[src/design/aabbtt_pkg.sv]
// Package for the tile bounding-box table: box and entry types, op and status
// codes, controller states and the default table depth. No dependencies.
`timescale 1ns / 1ps

package aabbtt_pkg;

  localparam int DEFAULT_MAX_TILES = 64;

  localparam logic [1:0] OP_ADD    = 2'd0;
  localparam logic [1:0] OP_REMOVE = 2'd1;
  localparam logic [1:0] OP_QUERY  = 2'd2;

  localparam logic [2:0] ST_DONE      = 3'd0;
  localparam logic [2:0] ST_BUFFERED  = 3'd1;
  localparam logic [2:0] ST_DUPLICATE = 3'd2;
  localparam logic [2:0] ST_NOT_FOUND = 3'd3;
  localparam logic [2:0] ST_FULL      = 3'd4;

  typedef logic signed [31:0] coord_t;

  typedef struct packed {
    coord_t lo_x;
    coord_t lo_y;
    coord_t lo_z;
    coord_t hi_x;
    coord_t hi_y;
    coord_t hi_z;
  } box_t;

  typedef struct packed {
    logic [15:0] key;
    box_t        box;
  } entry_t;

  typedef enum logic [1:0] {
    S_IDLE,
    S_SCAN,
    S_SHIFT
  } state_t;

endpackage

[src/design/aabbtt_box_unit.sv]
// Box arithmetic for the tile table: grows the pending box by one vertex and
// tests a point against a stored box. Depends on aabbtt_pkg.
`timescale 1ns / 1ps

module aabbtt_box_unit
  import aabbtt_pkg::*;
(
  input  coord_t vx,
  input  coord_t vy,
  input  coord_t vz,
  input  box_t   pend,
  input  logic   pend_active,
  output box_t   merged,
  input  coord_t qx,
  input  coord_t qy,
  input  coord_t qz,
  input  box_t   cand,
  output logic   holds
);

  // A fresh tile starts as the single point of its first vertex.
  always_comb begin
    if (!pend_active) begin
      merged = '{lo_x: vx, lo_y: vy, lo_z: vz, hi_x: vx, hi_y: vy, hi_z: vz};
    end else begin
      merged.lo_x = (vx < pend.lo_x) ? vx : pend.lo_x;
      merged.lo_y = (vy < pend.lo_y) ? vy : pend.lo_y;
      merged.lo_z = (vz < pend.lo_z) ? vz : pend.lo_z;
      merged.hi_x = (vx > pend.hi_x) ? vx : pend.hi_x;
      merged.hi_y = (vy > pend.hi_y) ? vy : pend.hi_y;
      merged.hi_z = (vz > pend.hi_z) ? vz : pend.hi_z;
    end
  end

  // Inclusive bounds on every axis.
  assign holds = (qx >= cand.lo_x) && (qx <= cand.hi_x) &&
                 (qy >= cand.lo_y) && (qy <= cand.hi_y) &&
                 (qz >= cand.lo_z) && (qz <= cand.hi_z);

endmodule

[config.mk]
export PLATFORM = sky130hd
export DESIGN_NAME = aabbtt_box_unit
export DESIGN_NICKNAME = d
export VERILOG_FILES = /design/src/design/aabbtt_pkg.sv /design/src/design/aabbtt_box_unit.sv
export SDC_FILE = /design/constraint.sdc
export NUM_CORES = 1
export LEC_CHECK = 0
export ABC_CLOCK_PERIOD_IN_PS = 8300
export BUFFER_PORTS_ARGS = -buffer_cell sky130_fd_sc_hd__buf_2
export CORE_AREA = 10 10 295 297
export DETAILED_ROUTE_END_ITERATION = 8
export DIE_AREA = 0 0 305 307
export PLACE_DENSITY = 0.46
export SYNTH_ARGS = -nofsm -noshare
export SYNTH_HDL_FRONTEND = slang
export SYNTH_SLANG_ARGS = --single-unit
[constraint.sdc]
create_clock -name vclk -period 8.3
set_input_delay 0.83 -clock vclk [all_inputs]
set_output_delay 0.83 -clock vclk [all_outputs]
set_load 0.01 [all_outputs]
Yosys cells after proc, flatten, opt, wreduce, memory -nomap -nowiden --
Cells that the tools add are included.
Word-level totals: register bits after elaboration 0, bits of input ports 577, output and inout bits 193, word-level logic and storage cells 24
Operators by class: $lt $le $gt $ge 12, muxes and demuxes 7, reduce and logical (&&, ||, !) cells 5
Operators with widths (number):
- two-way mux 192 bit | 1
- two-way mux 32 bit | 6
- >= comparator 32 bit | 3
- greater-than comparator 32 bit | 3
- <= comparator 32 bit | 3
- less-than comparator 32 bit | 3
- logical AND 1 bit | 5

Logic depth before layout (Yosys ltp) --
Gate-level depths: netlist of the first run.
depth after elaboration 6, depth in mapped cells 12, depth with buffers taken out 10

Worst setup path after synthesis of the first run --
No wires, ideal clock.
path kind input to output, start point input pend[57] (netlist name), end point output merged[34] (netlist name), arrival 3.266 ns, data required time 7.470 ns, path slack 4.204 ns, cell stages on the path 11, path buffers 1, path through inv_1 -> ha_1 -> nand4_1 -> or4_1 -> or3_1 -> a21oi_1 -> nor4_1 -> mux2i_1 -> o21ai_2 -> buf_6 -> mux2_4
RTL lines:
- start: declaration | RTL line aabbtt_box_unit.sv:11 | input box_t pend,
- end: declaration | RTL line aabbtt_box_unit.sv:13 | output box_t merged,

==> results of run 1 <==
[per-stage QoR]
| step | cell area (µm²) | util | setup slack [ns] | std cells |
|---|---|---|---|---|
| 2_1_floorplan | 12100 | - | 4.20 | 1556 |
| 3_3_place_gp | 17200 | 0.211 | 3.16 | 3381 |
| 3_5_place_dp | 17200 | 0.211 | 3.12 | 3381 |
| 4_1_cts | 17200 | 0.211 | 3.13 | 3381 |
| 5_1_grt | 17200 | 0.212 | 3.01 | 3388 |
| 6_report | 17200 | 0.212 | 3.13 | 3396 |
[area by class of cell]
type | count | area share
Timing Repair Buffer | 775 | 0.226
Antenna cell | 15 | 0.00218
Multi-Input combinational cell | 1146 | 0.609
Inverter | 390 | 0.0849
Tap cell | 1070 | 0.0777
[per-layer routing]
layer / track usage / vias to the layer above / share of wire
met1: 0.157 / 6307 / 0.39
met4: 0.0360 / 24 / 0.028
met2: 0.261 / 554 / 0.50
li1: - / 7101 / -
met5: 0 / - / 0.0021
met3: 0.0391 / 103 / 0.074
[power by group through the flow]
stage	combinational (mW)	clock, mW	sequential, mW
finish	1.01	0.000000226	0
floorplan	0.551	0	0
detailed placement	1.01	0	0
CTS	1.02	0	0
global route	1.13	0.000000113	0
global placement	1.02	0	0
[worst max path at each step]
stage                  start          to  cells past startpoint
finish                vy[27]  merged[33]                     12
global route          vy[27]  merged[33]                     12
CTS                   vy[27]  merged[33]                     12
detailed placement    vy[27]  merged[33]                     12
global placement      vy[27]  merged[32]                     12
floorplan           pend[57]  merged[34]                     11
[critical path, delay by kind of cell]
family | cells | cell delay, ns
buffers and inverters | 3 | 0.79
AO/OA/AOI/OAI | 2 | 0.28
adder cells (fa/ha/maj) | 1 | 0.37
AND/OR/NAND/NOR | 4 | 1.49
multiplexers | 2 | 0.56
[cell families (layout without fill, tap and decap cells)]
| logic type | Yosys count | in the layout | share of synthesized area |
|---|---|---|---|
| AO/OA/AOI/OAI | 320 | 320 | 0.170 |
| XOR/XNOR | 2 | 2 | 0.00145 |
| adder cells (fa/ha/maj) | 381 | 381 | 0.395 |
| buffers and inverters | 410 | 1165 | 0.133 |
| multiplexers | 194 | 194 | 0.190 |
| other | 0 | 15 | 0 |
| AND/OR/NAND/NOR | 249 | 249 | 0.111 |
[layout by cell type (no fill, tap or decap), types with 7 or more instances in the layout]
cell	count
nor2b_1	16
a21o_1	61
ha_1	381
mux2_2	160
mux2_4	30
nand4_1	71
o21ai_0	51
nor2_1	33
nand3_1	28
buf_2	770
a211oi_1	17
nor4_1	12
inv_1	390
a21oi_1	116
o21a_1	7
nor3_1	13
and4_1	8
nand2_1	43
a2111oi_0	9
diode_2	15
nand2b_1	9
o211ai_1	13
==> flow_summary.yaml, run 1 <==
status:
  status: "complete, no violations"
sta:
  tightestPinTransition_ns: 1.07
  slew_viol_final: 0
  fin_tns_setup_ns: 0
  slew_headroom: 0.282
  max_freq_ghz: 0.193
  min_period_ns: 5.17
  finalHoldViolCount: 0
  period_share: 0.623
  rsz0062_at_grt: "false"
  setup_violations: 0
  hold_slack_ns: 1.99
yosys:
  yosysTopAreaCell: "ha_1"
  yosysSeqAreaShare: 0
  synth_cells: 1556
  post-synth-top-area-fraction: 0.395
  syn_avg_cell_area_um2: 7.76
  synth_commonest_cells: "inv_1, ha_1, mux2_2, a21oi_1, nand4_1"
  syn_nets: 2514
  ys_warn_count: 0
  yosysMostFrequentCell: "inv_1"
  netlist_area_um2: 12100
  synth.area.top_cells: "ha_1, mux2_2, inv_1, a21oi_1, a21o_1"
  synthDistinctLibCells: 58
power_and_ir_drop:
  p_int_mw: 0.468
  power_mw: 1.01
  p_comb_frac: 1.000
  clkPwrFrac: 0
  p_sw_mw: 0.541
  p_sw_frac: 0.536
  seqPwrFrac: 0
  p_per_area_nw_per_um2: 58.5
  ir_worst_vdd_uv: 35.1
  p_leak_nw: 10.3
worst_setup_path:
  cp-end-kind: "primary output"
  cp.required_ns: 7.47
  slowest_stage: "or4_1"
  crit_type: "primary input to primary output"
  critPathArrivalTime_ns: 4.34
  max_stage_delay_ns: 0.67
  cp_common_cell: "buf_2"
  path_max_fanout: 32
  startpoint_type: "primary input"
  path_cells: "buf_2 > ha_1 > nand4_1 > or4_1 > or3_1 > a21oi_1 > nor4_1 > mux2i_1 > o21ai_4 > buf_4 > mux2_2 > buf_2"
clock_network:
  cts_resized: 0
  hold_buffers: 0
  post_cts.repair.setup_buffers: 0
floorplan:
  die_w_um: 305
  row_count: 105
  placeableCoreArea_um2: 81300
  start_util: 0.149
  design.die.area_um2: 93600
  chipHeight_um: 307
  io_pins: 770
global_routing:
  grt_remaining_overflow: 0
  grt_first_pass_wirelength_mm: 101
  grt_antenna_before_repair: 47
  grt_pass1_vias: 15300
  grt_max_degree: 33
  grt_usage: 0.142
placement:
  dpl.hpwl_mm: 66.8
  port-buffer-count: 770
  gp_congestion: 0.949
drt:
  totalWireLength_mm: 70.8
  vias_per_cell: 4.15
  wire_per_inst_um: 20.8
  first_pass_iters: 4
  ant_nets: 0
  post-route-drc-count: 0
  drtIter0Drc: 622
  via_count: 14100
cells_and_area:
  area_growth_pct: 42.7
  num-clock-buffers: 0
  flops_and_latches: 0
  multiInputGateArea_um2: 10500
  finalNetCount: 3271
  fillers: 9362
  drive_gt1_frac: 0.422
  ff_latch_area_um2: 0
worst_hold_path:
  hold_start: "pend[167]"
  hp-class: "primary input to primary output"
  min_to: "merged[167]"
  holdPathStages: 3
job:
  max-cap-violations: 0
Note: power is estimated with default switching activity, not from simulation.
==> inputs of run 2 (changes only) <==
==> config.mk (replaced) <==
export PLATFORM = sky130hd
export DESIGN_NAME = aabbtt_box_unit
export DESIGN_NICKNAME = d
export VERILOG_FILES = /design/src/design/aabbtt_pkg.sv /design/src/design/aabbtt_box_unit.sv
export SDC_FILE = /design/constraint.sdc
export NUM_CORES = 1
export LEC_CHECK = 0
export ABC_CLOCK_PERIOD_IN_PS = 4760
export BUFFER_PORTS_ARGS = -buffer_cell sky130_fd_sc_hd__buf_2
export CORE_AREA = 10 10 287 289
export DETAILED_ROUTE_END_ITERATION = 8
export DIE_AREA = 0 0 297 299
export PLACE_DENSITY = 0.47
export SYNTH_ARGS = -nofsm -noshare
export SYNTH_HDL_FRONTEND = slang
export SYNTH_SLANG_ARGS = --single-unit
==> constraint.sdc (replaced) <==
create_clock -name vclk -period 4.76
set_input_delay 0.476 -clock vclk [all_inputs]
set_output_delay 0.476 -clock vclk [all_outputs]
set_load 0.01 [all_outputs]
==> run 2 against run 1 <==
  * Die area is 5.2% lower
  * Combinational power up 73%
  * Power up 74%
  * Sequential cell count is the same
  * Non-clock buffer count is 6 higher
  * First-iteration DRC count down 37%
  * Setup slack got worse by 2.3 ns
  * Design area rose by 0.10%
  * Count of clock-buffer cells in the layout stayed put
  * Via count fell by 0.32%
  * Global-route usage increased by 0.091 points
  * Critical endpoint is now merged[32]
  * Largest power group unchanged
==> flow_summary.yaml, run 2 (synthesis results as in run 1) <==
global_routing:
  grt_usage: 0.143
  grt_first_pass_wirelength_mm: 98.2
  grt_max_degree: 33
  grt_pass1_vias: 15100
  grt_antenna_before_repair: 25
  grt_remaining_overflow: 0
placement:
  placedCellCount: 3357
  gp_congestion: 0.957
  port-buffer-count: 770
  place_ws_ns: 0.783
  placed_area_um2: 17200
  dpl.hpwl_mm: 64.2
cells_and_area:
  finalNonFillerCells: 3361
  num-clock-buffers: 0
  design_area_um2: 17300
  area_growth_pct: 42.8
  flops_and_latches: 0
  finalNetCount: 3277
  layout_common_cells: "buf_2, inv_1, ha_1"
  fin_util: 0.225
  drive_gt1_frac: 0.424
  final_common_cell: "buf_2"
  ff_latch_area_um2: 0
worst_setup_path:
  path_max_fanout: 32
  cp_common_cell: "buf_2"
  crit_type: "primary input to primary output"
  path_cells: "buf_2 > ha_1 > nand4_1 > or4_1 > or3_1 > a21oi_1 > nor4_1 > mux2i_1 > o21ai_4 > buf_12 > mux2_2 > buf_2"
  critPathArrivalTime_ns: 3.48
  cp.required_ns: 4.28
  startpoint_type: "primary input"
  cp-end-kind: "primary output"
  slowest_stage: "or4_1"
  max_stage_delay_ns: 0.61
status:
  status: "complete, no violations"
floorplan:
  die_w_um: 297
  design.die.area_um2: 88800
  placeableCoreArea_um2: 76700
  chipHeight_um: 299
  start_util: 0.158
  row_count: 102
  io_pins: 770
drt:
  wire_per_inst_um: 20.3
  post-route-drc-count: 0
  vias_per_cell: 4.18
  first_pass_iters: 4
  totalWireLength_mm: 68.1
  ant_nets: 0
  via_count: 14000
  drtIter0Drc: 392
clock_network:
  cts_resized: 0
  post_cts.repair.setup_buffers: 0
  hold_buffers: 0
sta:
  period_share: 0.831
  slew_headroom: 0.567
  tightestPinTransition_ns: 0.642
  fin_tns_setup_ns: 0
  finalHoldViolCount: 0
  setup_violations: 0
  hold_slack_ns: 1.28
  min_period_ns: 3.96
  max_freq_ghz: 0.253
  rsz0062_at_grt: "false"
  finalWorstSetupSlack_ns: 0.802
  slew_viol_final: 0
power_and_ir_drop:
  p_per_area_nw_per_um2: 102
  p_leak_nw: 10.3
  ir_worst_vdd_uv: 65.2
  power_mw: 1.75
job:
  max-cap-violations: 0
worst_hold_path:
  hp-class: "primary input to primary output"
[run 2: cell types whose count changed in the layout (fill, tap and decap cells not counted)]
cell,before,now
buf_4,5,8
buf_12,0,3
diode_2,15,4
[run 2: area by class of cell]
class,count,area (µm²)
Antenna cell,4,10.0
Multi-Input combinational cell,1146,10500
Tap cell,1040,1300
Fill cell,8699,59400
Timing Repair Buffer,781,3970
Inverter,390,1460
[run 2: path summary, 6_finish.rpt]
kind | start | to | cells past startpoint
setup / recovery | vy[25] | merged[32] | 12
hold / removal | pend[106] | merged[106] | 3
[run 2: power by group]
group | total (mW) | switching, mW | internal [mW]
logic | 1.75 | 0.928 | 0.824
registers | 0 | 0 | 0
clock network | 0.000000113 | 0 | 0.000000113
total | 1.75 | 0.928 | 0.824
[run 2: critical path, delay by kind of cell]
family	cells	cell delay, ns
and+or+nand+nor	4	1.29
buffers and inverters	3	0.54
muxes	2	0.54
adders and majority gates	1	0.34
AOI/OAI and AO/OA	2	0.29
[run 2: metal layers]
metal  global-route usage  share of wire  up-vias
li1                     -              -     7073
met1                0.171           0.42     6373
met2                0.265           0.50      519
met3               0.0301          0.064       59
met4               0.0132          0.011       20
met5                    0         0.0017        -
==> inputs of run 3 (changes only) <==
==> config.mk (replaced) <==
export PLATFORM = sky130hd
export DESIGN_NAME = aabbtt_box_unit
export DESIGN_NICKNAME = d
export VERILOG_FILES = /design/src/design/aabbtt_pkg.sv /design/src/design/aabbtt_box_unit.sv
export SDC_FILE = /design/constraint.sdc
export NUM_CORES = 1
export LEC_CHECK = 0
export ABC_AREA = 1
export ABC_CLOCK_PERIOD_IN_PS = 4100
export BUFFER_PORTS_ARGS = -buffer_cell sky130_fd_sc_hd__buf_2
export CORE_AREA = 10 10 289 291
export DETAILED_ROUTE_END_ITERATION = 8
export DIE_AREA = 0 0 299 301
export PLACE_DENSITY = 0.48
export SYNTH_ARGS = -nofsm -noshare
export SYNTH_HDL_FRONTEND = slang
export SYNTH_SLANG_ARGS = --single-unit
==> constraint.sdc (replaced) <==
create_clock -name vclk -period 4.1
set_input_delay 0.41 -clock vclk [all_inputs]
set_output_delay 0.41 -clock vclk [all_outputs]
set_load 0.01 [all_outputs]
==> run 3 against run 2 <==
  * Combinational power up 34%
  * Hold slack worse by 0.12 ns
  * Largest power group unchanged
  * Sequential cell count unchanged
  * Die area up 1.3%
  * Power up 33%
  * Synthesized area up 9.6%
  * Wire length up 12%
  * First-iteration DRC count up 59%
  * Via count up 22%
  * Global-route usage up 1.5 points
==> flow_summary.yaml, run 3 <==
yosys:
  syn_avg_cell_area_um2: 5.75
  netlist_area_um2: 13200
  ys_warn_count: 0
  synthDistinctLibCells: 32
  yosysMostFrequentCell: "nand2_1"
  synth.area.top_cells: "ha_1, nand2_1, inv_1, a21oi_1, nand4_1"
  yosysTopAreaCell: "ha_1"
  yosysSeqAreaShare: 0
  synth_cells: 2303
  syn_nets: 3261
  post-synth-top-area-fraction: 0.360
  synth_commonest_cells: "nand2_1, inv_1, ha_1, a21oi_1, nand3_1"
worst_hold_path:
  hp-class: "primary input to primary output"
  hold_start: "pend[21]"
  min_to: "merged[21]"
  holdPathStages: 4
drt:
  totalWireLength_mm: 76.1
  wire_per_inst_um: 18.7
  via_count: 17100
  post-route-drc-count: 0
  first_pass_iters: 5
  drtIter0Drc: 625
  vias_per_cell: 4.20
  ant_nets: 0
global_routing:
  grt_max_degree: 67
  grt_remaining_overflow: 0
  grt_pass1_vias: 17800
  grt_antenna_before_repair: 14
  grt_first_pass_wirelength_mm: 110
  grt_usage: 0.157
floorplan:
  design.die.area_um2: 90000
  chipHeight_um: 301
  placeableCoreArea_um2: 77300
  row_count: 102
  start_util: 0.171
  io_pins: 770
  die_w_um: 299
cells_and_area:
  finalNonFillerCells: 4071
  multiInputGateArea_um2: 11100
  finalNetCount: 3986
  ff_latch_area_um2: 0
  drive_gt1_frac: 0.272
  fillers: 9081
  flops_and_latches: 0
  area_growth_pct: 37.2
  layout_common_cells: "buf_2, nand2_1, inv_1"
  final_common_cell: "buf_2"
  num-clock-buffers: 0
power_and_ir_drop:
  ir_worst_vdd_uv: 61.6
  p_per_area_nw_per_um2: 129
  p_leak_nw: 11.9
  power_mw: 2.34
clock_network:
  cts_resized: 0
  post_cts.repair.setup_buffers: 0
  hold_buffers: 0
placement:
  place_ws_ns: 0.365
  dpl.hpwl_mm: 68.4
  port-buffer-count: 770
  placedCellCount: 4066
  gp_congestion: 0.934
sta:
  fin_tns_setup_ns: 0
  finalWorstSetupSlack_ns: 0.420
  setup_violations: 0
  period_share: 0.898
  tightestPinTransition_ns: 0.838
  min_period_ns: 3.68
  max_freq_ghz: 0.272
  slew_viol_final: 0
  finalHoldViolCount: 0
  hold_slack_ns: 1.15
  slew_headroom: 0.441
  rsz0062_at_grt: "false"
worst_setup_path:
  cp-end-kind: "primary output"
  path_max_fanout: 32
  crit_type: "primary input to primary output"
  critPathArrivalTime_ns: 3.27
  startpoint_type: "primary input"
  cp.required_ns: 3.69
  cp-startpoint: "pend[191]"
status:
  status: "complete, no violations"
job:
  max-cap-violations: 0
-- run 3: area by class of cell --
class | count | area share
Antenna cell | 5 | 0.000689
Tap cell | 1040 | 0.0716
Inverter | 468 | 0.0967
Multi-Input combinational cell | 1768 | 0.610
Timing Repair Buffer | 790 | 0.221
-- run 3: how the worst max path moves through the flow --
stage / endpoint / cells past startpoint
after floorplan: merged[89] / 13
after global placement: merged[171] / 13
after detailed placement: merged[171] / 13
after CTS: merged[171] / 13
after global routing: merged[171] / 13
final: merged[171] / 13
-- run 3: power by group --
part           leakage (nW)  switching, mW  internal (mW)
clock network     0.0000317              0    0.000000165
logic                  11.9           1.45          0.887
registers                 0              0              0
total                  11.9           1.45          0.887
-- run 3: layer usage --
metal | vias to the layer above | wire length, µm | global-route usage
met5 | - | 29 | 0
met2 | 611 | 37700 | 0.291
met3 | 77 | 4810 | 0.0290
li1 | 8902 | - | -
met4 | 6 | 1660 | 0.0336
met1 | 7512 | 31800 | 0.185
-- run 3: cells by family (layout without fill, tap and decap cells) --
family	count (synthesis)	in the layout	share of synthesized area
AO/OA/AOI/OAI	252	252	0.103
other	0	5	0
AND/OR/NAND/NOR	1135	1135	0.374
buffers and inverters	535	1258	0.164
adder cells (fa/ha/maj)	381	381	0.360
-- run 3: critical path, cell delays in order --
cell and delay, ns:
buf_2 0.11, inv_1 0.05, ha_1 0.40, nand2_1 0.12, nor2_2 0.22, nand4_1 0.20
nor4_2 0.31, nand2_1 0.15, nand3_2 0.13, buf_4 0.53, nand4_1 0.32, nand2_1 0.15
buf_2 0.15
-- run 3: through the flow --
step | util | cell area, µm²
after floorplan | - | 13200
after global placement | 0.235 | 18200
after detailed placement | 0.235 | 18200
after CTS | 0.235 | 18200
after global routing | 0.235 | 18200
final | 0.235 | 18200
